**config.mk**
```make
export PLATFORM = sky130hd
export DESIGN_NAME = first_fit_window_slot_allocator_core
export DESIGN_NICKNAME = d
export VERILOG_FILES = /design/src/rtl/ffwsa_pkg.sv /design/src/rtl/ffwsa_engine.sv /design/src/rtl/first_fit_window_slot_allocator_core.sv
export SDC_FILE = /design/constraint.sdc
export NUM_CORES = 1
export LEC_CHECK = 0
export BUFFER_PORTS_ARGS = -buffer_cell sky130_fd_sc_hd__buf_2
export CAP_MARGIN = 0
export CORE_MARGIN = 2
export CORE_UTILIZATION = 28
export DETAILED_ROUTE_END_ITERATION = 6
export GPL_TIMING_DRIVEN = 0
export SLEW_MARGIN = 20
export SYNTH_ARGS = -nofsm -noshare
export SYNTH_HDL_FRONTEND = slang
export SYNTH_SLANG_ARGS = --single-unit
```
**constraint.sdc**
```tcl
create_clock -name clock -period 3.65 [get_ports clock]
set_input_delay 0.73 -clock clock [delete_from_list [all_inputs] [get_ports clock]]
set_output_delay 0.73 -clock clock [all_outputs]
set_load 0.01 [all_outputs]
```
**src/rtl/ffwsa_pkg.sv**
```systemverilog
package ffwsa_pkg;

   // field widths
   localparam int SLOT_W    = 5;
   localparam int DUR_W     = 6;
   localparam int PEN_W     = 8;
   localparam int TOTAL_W   = 16;
   localparam int HORIZON_W = 6;

   localparam logic [HORIZON_W-1:0] HORIZON_RESET = 6'd20;

   // scan sequencer states
   typedef enum logic [1:0] {
      ST_IDLE,
      ST_SCAN,
      ST_DONE
   } state_type;

   // one request
   typedef struct packed {
      logic               new_order;
      logic [SLOT_W-1:0]  window_start;
      logic [SLOT_W-1:0]  window_end;
      logic [DUR_W-1:0]   duration;
      logic [PEN_W-1:0]   task_penalty;
   } task_type;

   // one result
   typedef struct packed {
      logic               placed;
      logic [SLOT_W-1:0]  start_slot;
      logic [TOTAL_W-1:0] total_penalty;
   } result_type;

   // engine status towards the stream side
   typedef struct packed {
      logic ready;
      logic done;
   } status_type;

endpackage

```
**src/rtl/ffwsa_engine.sv**
```systemverilog
module ffwsa_engine
   import ffwsa_pkg::*;
#(
   parameter int SLOTS = 32
) (
   input  logic                 clock,
   input  logic                 reset,
   input  logic                 start,
   input  task_type             task_req,
   input  logic [HORIZON_W-1:0] horizon,
   input  logic                 take,
   output status_type           status,
   output result_type           result
);

   localparam int         IW      = (SLOTS > 1) ? $clog2(SLOTS) : 1;
   localparam logic [6:0] SLOTS_W = 7'(SLOTS);

   state_type          state_ff, state_in;
   task_type           task_ff, task_in;
   logic [6:0]         hz_ff, hz_in;
   logic [5:0]         s_ff, s_in;
   logic [5:0]         run_ff, run_in;
   logic [SLOTS-1:0]   occ_ff, occ_in;
   logic [TOTAL_W-1:0] pen_ff, pen_in;
   result_type         res_ff, res_in;

   logic [6:0]         hz_eff;
   logic [5:0]         first_slot;
   logic [16:0]        pen_sum;
   logic [TOTAL_W-1:0] pen_sat;
   logic               slot_busy;
   logic               zero_fit;

   // effective horizon is capped at the bitmap size
   assign hz_eff = ({1'b0, horizon} > SLOTS_W) ? SLOTS_W : {1'b0, horizon};

   // saturating penalty add
   assign pen_sum = {1'b0, pen_ff} + 17'(task_ff.task_penalty);
   assign pen_sat = pen_sum[16] ? {TOTAL_W{1'b1}} : pen_sum[TOTAL_W-1:0];

   assign slot_busy  = occ_ff[s_ff[IW-1:0]];
   assign first_slot = s_ff - run_ff;
   assign zero_fit   = ({1'b0, task_ff.window_start} <= ({1'b0, task_ff.window_end} + 6'd1))
                       && ({2'b0, task_ff.window_start} <= hz_ff);

   // state and datapath registers
   always_ff @(posedge clock) begin
      if (reset) begin
         state_ff <= ST_IDLE;
         occ_ff   <= '0;
         pen_ff   <= '0;
      end else begin
         state_ff <= state_in;
         occ_ff   <= occ_in;
         pen_ff   <= pen_in;
      end
      task_ff <= task_in;
      hz_ff   <= hz_in;
      s_ff    <= s_in;
      run_ff  <= run_in;
      res_ff  <= res_in;
   end

   // sequencer: one slot examined per cycle
   always_comb begin
      state_in = state_ff;
      task_in  = task_ff;
      hz_in    = hz_ff;
      s_in     = s_ff;
      run_in   = run_ff;
      occ_in   = occ_ff;
      pen_in   = pen_ff;
      res_in   = res_ff;
      unique case (state_ff)
         ST_IDLE: begin
            if (start) begin
               task_in  = task_req;
               hz_in    = hz_eff;
               s_in     = {1'b0, task_req.window_start};
               run_in   = '0;
               state_in = ST_SCAN;
               if (task_req.new_order) begin
                  occ_in = '0;
                  pen_in = '0;
               end
            end
         end
         ST_SCAN: begin
            state_in = ST_DONE;
            priority if (task_ff.duration == '0) begin
               // zero length run takes no slot
               if (zero_fit) begin
                  res_in.placed     = 1'b1;
                  res_in.start_slot = task_ff.window_start;
               end else begin
                  pen_in            = pen_sat;
                  res_in.placed     = 1'b0;
                  res_in.start_slot = '0;
               end
               res_in.total_penalty = zero_fit ? pen_ff : pen_sat;
            end else if ((s_ff > {1'b0, task_ff.window_end}) || ({1'b0, s_ff} >= hz_ff)) begin
               // ran past window or horizon
               pen_in               = pen_sat;
               res_in.placed        = 1'b0;
               res_in.start_slot    = '0;
               res_in.total_penalty = pen_sat;
            end else if (slot_busy) begin
               run_in   = '0;
               s_in     = s_ff + 6'd1;
               state_in = ST_SCAN;
            end else if ((7'(run_ff) + 7'd1) == {1'b0, task_ff.duration}) begin
               // free run complete: mark first_slot..s busy
               for (int i = 0; i < SLOTS; i++) begin
                  if ((7'(i) >= {1'b0, first_slot}) && (7'(i) <= {1'b0, s_ff})) begin
                     occ_in[i] = 1'b1;
                  end
               end
               res_in.placed        = 1'b1;
               res_in.start_slot    = first_slot[SLOT_W-1:0];
               res_in.total_penalty = pen_ff;
            end else begin
               run_in   = run_ff + 6'd1;
               s_in     = s_ff + 6'd1;
               state_in = ST_SCAN;
            end
         end
         ST_DONE: begin
            if (take) begin
               state_in = ST_IDLE;
            end
         end
         default: begin
            state_in = ST_IDLE;
         end
      endcase
   end

   assign status.ready = (state_ff == ST_IDLE);
   assign status.done  = (state_ff == ST_DONE);
   assign result       = res_ff;

endmodule

```
**src/rtl/first_fit_window_slot_allocator_core.sv**
```systemverilog
// first-fit window slot allocator
// requests enter on req_*: req_tuser is the new-order flag (clears the slot
// bitmap and the penalty total before the task), req_tdata carries the window,
// duration and penalty. each request gives exactly one result on rsp_*, in order.
// rsp_tuser is the placed flag, rsp_tdata the start slot and running penalty.
// csr_wr_en/csr_wr_data write the horizon (slots in use); the user writes it only
// while idle, which the block does not enforce. after the accept, the scan
// sequencer examines one slot per cycle, from window_start up to one past the
// window end or horizon, then the result is loaded into the output register. one
// request is in work at a time: req_tready is high only while the scan sequencer
// is idle, so a new request is taken only once the last result has left it.
// a finished result sits in the output register; a new request can be taken
// while it waits, and the next result is held in the sequencer until rsp_tready.
// reset (synchronous): bitmap free, penalty total zero, horizon 20, no result.
module first_fit_window_slot_allocator_core
   import ffwsa_pkg::*;
#(
   parameter int SLOTS = 32
) (
   input  logic        clock,
   input  logic        reset,
   // request channel
   input  logic        req_tvalid,
   output logic        req_tready,
   input  logic [23:0] req_tdata,   // window_start[4:0], window_end[9:5], duration[15:10],
                                    // task_penalty[23:16]
   input  logic [0:0]  req_tuser,   // new_order[0]
   // result channel
   output logic        rsp_tvalid,
   input  logic        rsp_tready,
   output logic [23:0] rsp_tdata,   // start_slot[4:0], total_penalty[20:5], zero[23:21]
   output logic [0:0]  rsp_tuser,   // placed[0]
   // horizon register
   input  logic        csr_wr_en,
   input  logic [5:0]  csr_wr_data
);

   logic [HORIZON_W-1:0] horizon_ff, horizon_in;
   logic                 rsp_tvalid_ff, rsp_tvalid_in;
   result_type           rsp_res_ff, rsp_res_in;
   task_type             task_req;
   status_type           eng_status;
   result_type           eng_result;
   logic                 req_fire;
   logic                 take;

   // unpack request
   assign task_req.new_order    = req_tuser[0];
   assign task_req.window_start = req_tdata[4:0];
   assign task_req.window_end   = req_tdata[9:5];
   assign task_req.duration     = req_tdata[15:10];
   assign task_req.task_penalty = req_tdata[23:16];

   assign req_tready = eng_status.ready;
   assign req_fire   = req_tvalid & eng_status.ready;
   assign take       = eng_status.done & (~rsp_tvalid_ff | rsp_tready);

   ffwsa_engine #(
      .SLOTS (SLOTS)
   ) u_engine (
      .clock    (clock),
      .reset    (reset),
      .start    (req_fire),
      .task_req (task_req),
      .horizon  (horizon_ff),
      .take     (take),
      .status   (eng_status),
      .result   (eng_result)
   );

   // horizon register and output stage
   always_comb begin
      horizon_in    = csr_wr_en ? csr_wr_data : horizon_ff;
      rsp_tvalid_in = rsp_tvalid_ff;
      rsp_res_in    = rsp_res_ff;
      if (take) begin
         rsp_tvalid_in = 1'b1;
         rsp_res_in    = eng_result;
      end else if (rsp_tready) begin
         rsp_tvalid_in = 1'b0;
      end
   end

   always_ff @(posedge clock) begin
      if (reset) begin
         horizon_ff    <= HORIZON_RESET;
         rsp_tvalid_ff <= 1'b0;
      end else begin
         horizon_ff    <= horizon_in;
         rsp_tvalid_ff <= rsp_tvalid_in;
      end
      rsp_res_ff <= rsp_res_in;
   end

   assign rsp_tvalid = rsp_tvalid_ff;
   assign rsp_tdata  = {3'b000, rsp_res_ff.total_penalty, rsp_res_ff.start_slot};
   assign rsp_tuser  = rsp_res_ff.placed;

endmodule

```
Word-level counts from Yosys, hierarchy flattened
Cells that the tools add are included.
W data, S select, Z words.
- register bits after elaboration: 144
- input bits: 36
- output and inout bits: 27
- word-level logic and storage cells: 323
- add/subtract/negate cells: 6
- order comparisons: 69
- eq/ne operators: 45
- mux-type cells: 74
- bitwise logic cells: 4
- reduce and logical (&&, ||, !) cells: 75
- operators by type and width (operator ; number):
    $reduce_and A8 Y1 ; 32
    $mux W32 ; 6
    $ge A5 B6 Y1 const A ; 16
    $le A5 B6 Y1 const A ; 16
    $mux W16 ; 6
    $mux W22 ; 4
    $ne A2 B1 Y1 const B ; 36
    $mux W6 ; 11
    $pmux W32 S2 ; 1
    $ge A4 B6 Y1 const A ; 8
    $le A4 B6 Y1 const A ; 8
    $mux W1 ; 35
    $logic_and A1 B1 Y1 ; 32
    $pmux W16 S2 ; 1
    $ge A3 B6 Y1 const A ; 4
    $le A3 B6 Y1 const A ; 4
    $pmux W6 S2 ; 2
    $add A16 B8 Y17 ; 1
    $add A6 B1 Y6 const B ; 2
    $ge A1 B6 Y1 const A ; 2
    $ge A2 B6 Y1 const A ; 2
    $le A2 B6 Y1 const A ; 2
    $mux W2 ; 6
    $add A6 B1 Y7 const B ; 1
    other kinds (30) ; 35

Logic depth before layout (Yosys ltp)
- depth after elaboration: 9
- depth in mapped cells: 13
- gate-level depth less buffers: 11

Modules after synthesis
From an unflattened synthesis, not the netlist that was laid out.
- cell total of the unflattened synthesis: 768
- area, all modules: 7783.7 um2
- modules (own cells, without submodules) (module ; instances ; cells an instance ; area each (um2)):
    ffwsa_engine ; 1 ; 717 ; 6827.8
    first_fit_window_slot_allocator_core ; 1 ; 51 ; 955.9

Worst setup path before layout
No wires, ideal clock.
- path type: flip-flop to flip-flop
- start point: register u_engine.s_ff[0]
- end point: register u_engine.run_ff[0] (enable)
- library setup time: 384 ps
- arrival: 2767 ps
- data required time: 3266 ps
- setup slack: 499 ps
- cell stages (with the launch flop): 11
- clock period less this slack: 3151 ps
- cell sequence: edfxtp_1 buf_2 buf_6 inv_1 ha_1 nand2b_1 a31oi_1 o21ai_0 a211oi_1 o21ai_0 o21bai_1
- word-level cells in the longest chain between the ends: 4
- elaborated cells between the ends (all ways): 8
- classes of those cells: order compare (2); eq/ne (2); mux (2); reduce/logical (2)
- ends and longest elaborated chain (what ; line ; RTL):
    start: declaration ; ffwsa_engine.sv:22 ; logic [5:0] s_ff, s_in;
    start signal: assignment ; ffwsa_engine.sv:60 ; s_ff <= s_in;
    $bmux W1 S5 (tied with other cells) ; ffwsa_engine.sv:42 ; assign slot_busy = occ_ff[s_ff[IW-1:0]];
    $mux W1 (implied by the code) or $logic_or A1 B1 Y1 (tied branches) ; ffwsa_engine.sv:42, ffwsa_engine.sv:102 ;
    $ne A3 B2 Y1 (no source line) or $ne A2 B2 Y1 (tied branches) ; -- ;
    $reduce_and A5 Y1 (no source line) (*) ; -- ;
    end signal: assignment ; ffwsa_engine.sv:61 ; run_ff <= run_in;
    end: declaration ; ffwsa_engine.sv:23 ; logic [5:0] run_ff, run_in;
Every way passes the cells marked *; elsewhere a longest branch is shown, timed or not. The select of a mux whose other input is x is not followed.
A chain may end at the register's enable or synchronous reset.

Worst setup path in the final report
- start point: register u_engine.task_ff[11] (netlist bit)
- end point: register u_engine.pen_ff[14]
- word-level cells in the longest chain between the ends: 3
- elaborated cells between the ends (all ways): 5
- classes of those cells: eq/ne (1); mux (2); reduce/logical (2)
- ends and longest elaborated chain (what ; line ; RTL):
    start: declaration ; ffwsa_engine.sv:20 ; task_type task_ff, task_in;
    start signal: assignment ; ffwsa_engine.sv:58 ; task_ff <= task_in;
    $logic_not A6 Y1 (*) ; ffwsa_engine.sv:91 ; priority if (task_ff.duration == '0) begin
    $ne A3 B1 Y1 (no source line) or $mux W16 (tied branches) ; -- ;
    $reduce_and A4 Y1 (no source line) or $pmux W16 S2 (tied branches) ; -- ;
    end signal: assignment ; ffwsa_engine.sv:56 ; pen_ff <= pen_in;
    end: declaration ; ffwsa_engine.sv:25 ; logic [TOTAL_W-1:0] pen_ff, pen_in;
Every way passes the cells marked *; elsewhere a longest branch is shown, timed or not.

==> metrics.md <==
| Metric | Value |
|---|---|
| CTS tree | `built` |
| RSZ-0062 raised after global routing | `no` |
| # clock sinks | `143` |
| Final Critical Period | `3420 ps` |
| Register clock-pin slew on the reported worst setup and hold paths | `70 ps` |
| Starting density of the core | `28.6%` |
| Primary FF master, synth | `edfxtp_1` |
| Crit Path Category | `flip-flop to flip-flop` |
| Via density | `4.94` |
| Sequential area share after synthesis | `51.4%` |
| Via count | `5520` |
| Port Buf Inserts | `58` |
| Area contributors post-synth | `edfxtp_1 (36%), dfxtp_1 (16%), ha_1 (6.7%)` |
| IO Count | `63` |
| Commonest non-fill, non-tap cell in the layout | `edfxtp_1` |
| Worst Setup End Kind | `flip-flop` |
| Count of different cell masters after synthesis | `64` |
| P&R area growth vs syn | `20.0%` |
| Worst IR Drop VDD | `0.321 mV` |
| DPL Wire Length | `13.3 mm` |
| First-pass GRT wire length | `29.4 mm` |
| Final number of setup-violating endpoints | `0` |
| Gpl congestion | `0.884` |
| Post-synth ARST share | `0%` |
| Tot GR Track Use | `14.2%` |
| Max Cap Viol | `0` |
| Mapped Cells | `691` |
| Worst-path maximum fanout | `10` |
| Die Wd | `165 um` |
| Std cell rows | `58` |
| Worst Path Arrival | `3780 ps` |
| Final Hold Viols | `0` |
| CTS HTree Levels | `4` |
| Die height | `165 um` |
| Share of the synthesized area in the top cell type | `35.6%` |
| Vias in the first global route | `5413` |
| Inserted Diodes | `0` |
| Required time worst endpoint | `4020 ps` |
| Actual slew at the worst max-slew pin | `1010 ps` |
| Flops & latches, synth | `143` |
| Post-Syn Area per Cell | `10.5 sq um` |
| Status | `complete, no violations` |
| Post-CTS Hold Buffers | `0` |
| Static Leak | `3.36 nW` |
| Biggest area consumer among synthesized cells | `edfxtp_1` |
| DRC viols | `0` |
| Detailed Route WL | `18.3 mm` |
| Period utilisation layout | `93.6%` |
| Largest net degree at the start of global routing | `26` |
| Total CTS buffers | `17` |
| GR Overflow Total | `0` |
| DR WL/cell | `16.3 um` |
| Core area | `25300 sq um` |
| Final Total Pwr | `0.00473 W` |
| DRT iter0 DRCs | `550` |
| Yosys Warn Count | `0` |
| # nets final | `852` |
| Fmax | `0.293 GHz` |
| Pins Over Slew Limit | `0` |
| Fin Clk Skew | `10.7 ps` |
| Root Buffer | `clkbuf_16` |
| CP Launch Type | `flip-flop` |
| Pre-antenna DRT Iters | `5` |
| Hold WS | `413 ps` |
| Initial antenna violation count | `0` |
| ANT nets after route | `0` |
| Clock buffer depth | `2` |
| Post-synth EDFFs | `86` |
| Slew headroom | `32.1%` |
| Hold Crit Class | `flip-flop to flip-flop` |
| Layout cells sized above 1 | `16.8%` |
| PwrDens | `545 nW/um^2` |
| Clk_lat worst skew | `430 ps` |
| Die area | `27200 sq um` |
| Most frequent cells in the layout | `edfxtp_1 (86), nand2_1 (67), buf_2 (60)` |
| Synthesized cell area | `7250 sq um` |
-- cell type report --
type,count,area (sq um)
plain buffers,33,148
clock buffers,20,468
fillers,2545,16600
well taps,330,413
flip-flops and latches,143,3720
inverters,35,131
multi-input cells,482,3310
repair buffers,63,353
clock inverters,12,146
-- path summary, 6_finish.rpt --
kind,start,endpoint,slack (ps),cells past startpoint
worst max-delay path,u_engine.task_ff[11]$_DFFE_PP_,u_engine.pen_ff[14]$_SDFFE_PP0P_,230,8
worst min-delay path,u_engine.result[14]$_DFFE_PP_,rsp_tdata[19]$_DFFE_PP_,410,0
worst max register to register,u_engine.task_ff[11]$_DFFE_PP_,u_engine.pen_ff[14]$_SDFFE_PP0P_,230,8
worst min register to register,u_engine.result[14]$_DFFE_PP_,rsp_tdata[19]$_DFFE_PP_,410,0
-- routing by layer --
layer  GRT usage [%]  up-vias  part of all wire (%)
li1                -     2709                     -
met1            20.1     2604                    48
met2            21.3      189                    44
met3            2.96       18                   6.3
met4            5.34        0                   1.6
met5               0        -                     0
-- sequential cells by signal, summed over array words and instances (netlist names), 2 cells and up --
register,cells
horizon_ff,6
u_engine.state_ff,2
u_engine.occ_ff,32
rsp_tdata,21
u_engine.run_ff,6
u_engine.result,22
u_engine.hz_ff,6
u_engine.s_ff,6
u_engine.task_ff,24
u_engine.pen_ff,16
-- through the flow --
step	cells	area, sq um	setup TNS [ps]	util (%)	worst slack, ps
6_report	1118	8690	0	34.3	233
3_3_place_gp	1081	7960	-14420	31.4	-735
3_5_place_dp	1082	7990	-8870	31.5	-291
5_1_grt	1118	8690	0	34.3	20.2
2_1_floorplan	693	7250	0	-	499
4_1_cts	1114	8620	0	34.1	83.5
-- cell usage after synthesis (5+ instances only) --
library cell / instances
mux2i_1: 5
nand2b_1: 9
a21o_1: 6
and2_1: 5
or3_1: 5
o21ai_1: 8
mux4_2: 8
a21oi_1: 41
xor2_1: 7
edfxtp_1: 86
clkbuf_1: 25
ha_1: 39
a22o_1: 9
inv_1: 35
o21ai_0: 47
o31ai_1: 5
dfxtp_1: 57
a31oi_1: 19
nand4_1: 6
xnor2_1: 22
nand3_1: 22
nor2_1: 56
nor2b_1: 16
nor3_1: 5
and3_1: 7
nand2_1: 67
-- report_power, final --
group / switching, W / leakage [nW] / internal, W / total, W
registers: 0.0000763 / 1.27 / 0.00184 / 0.00192
logic: 0.000649 / 1.79 / 0.000352 / 0.00100
clock network: 0.000734 / 0.300 / 0.00108 / 0.00182
total: 0.00146 / 3.36 / 0.00328 / 0.00473
-- critical path: stages (launching register included) --
cell,delay [ps]
edfxtp_1,400
or4_1,530
nor3_1,590
o221a_2,320
clkbuf_1,440
nor2_1,160
a21oi_1,220
clkbuf_1,460
o22a_1,230
-- cell families (layout without fill, tap and decap cells) --
kind of cell,after synthesis,in the layout,synth area share (%)
other cells,1,3,0.0518
flops,143,143,51.4
fa+ha+maj,41,41,7.29
buf+inv,68,163,3.82
mux,17,17,3.80
compound gates,172,172,14.9
simple gates,219,219,14.9
xor+xnor,30,30,3.82
-- timing repair --
action                     4_1_cts  5_1_grt
setup endpoints to repair       43       78
resized for setup                4        7
buffers inserted                 0        4
pin swaps                        0        2
hold endpoints to repair         0        0
gates cloned                     0        0
Power figures use the tool's default switching activity.
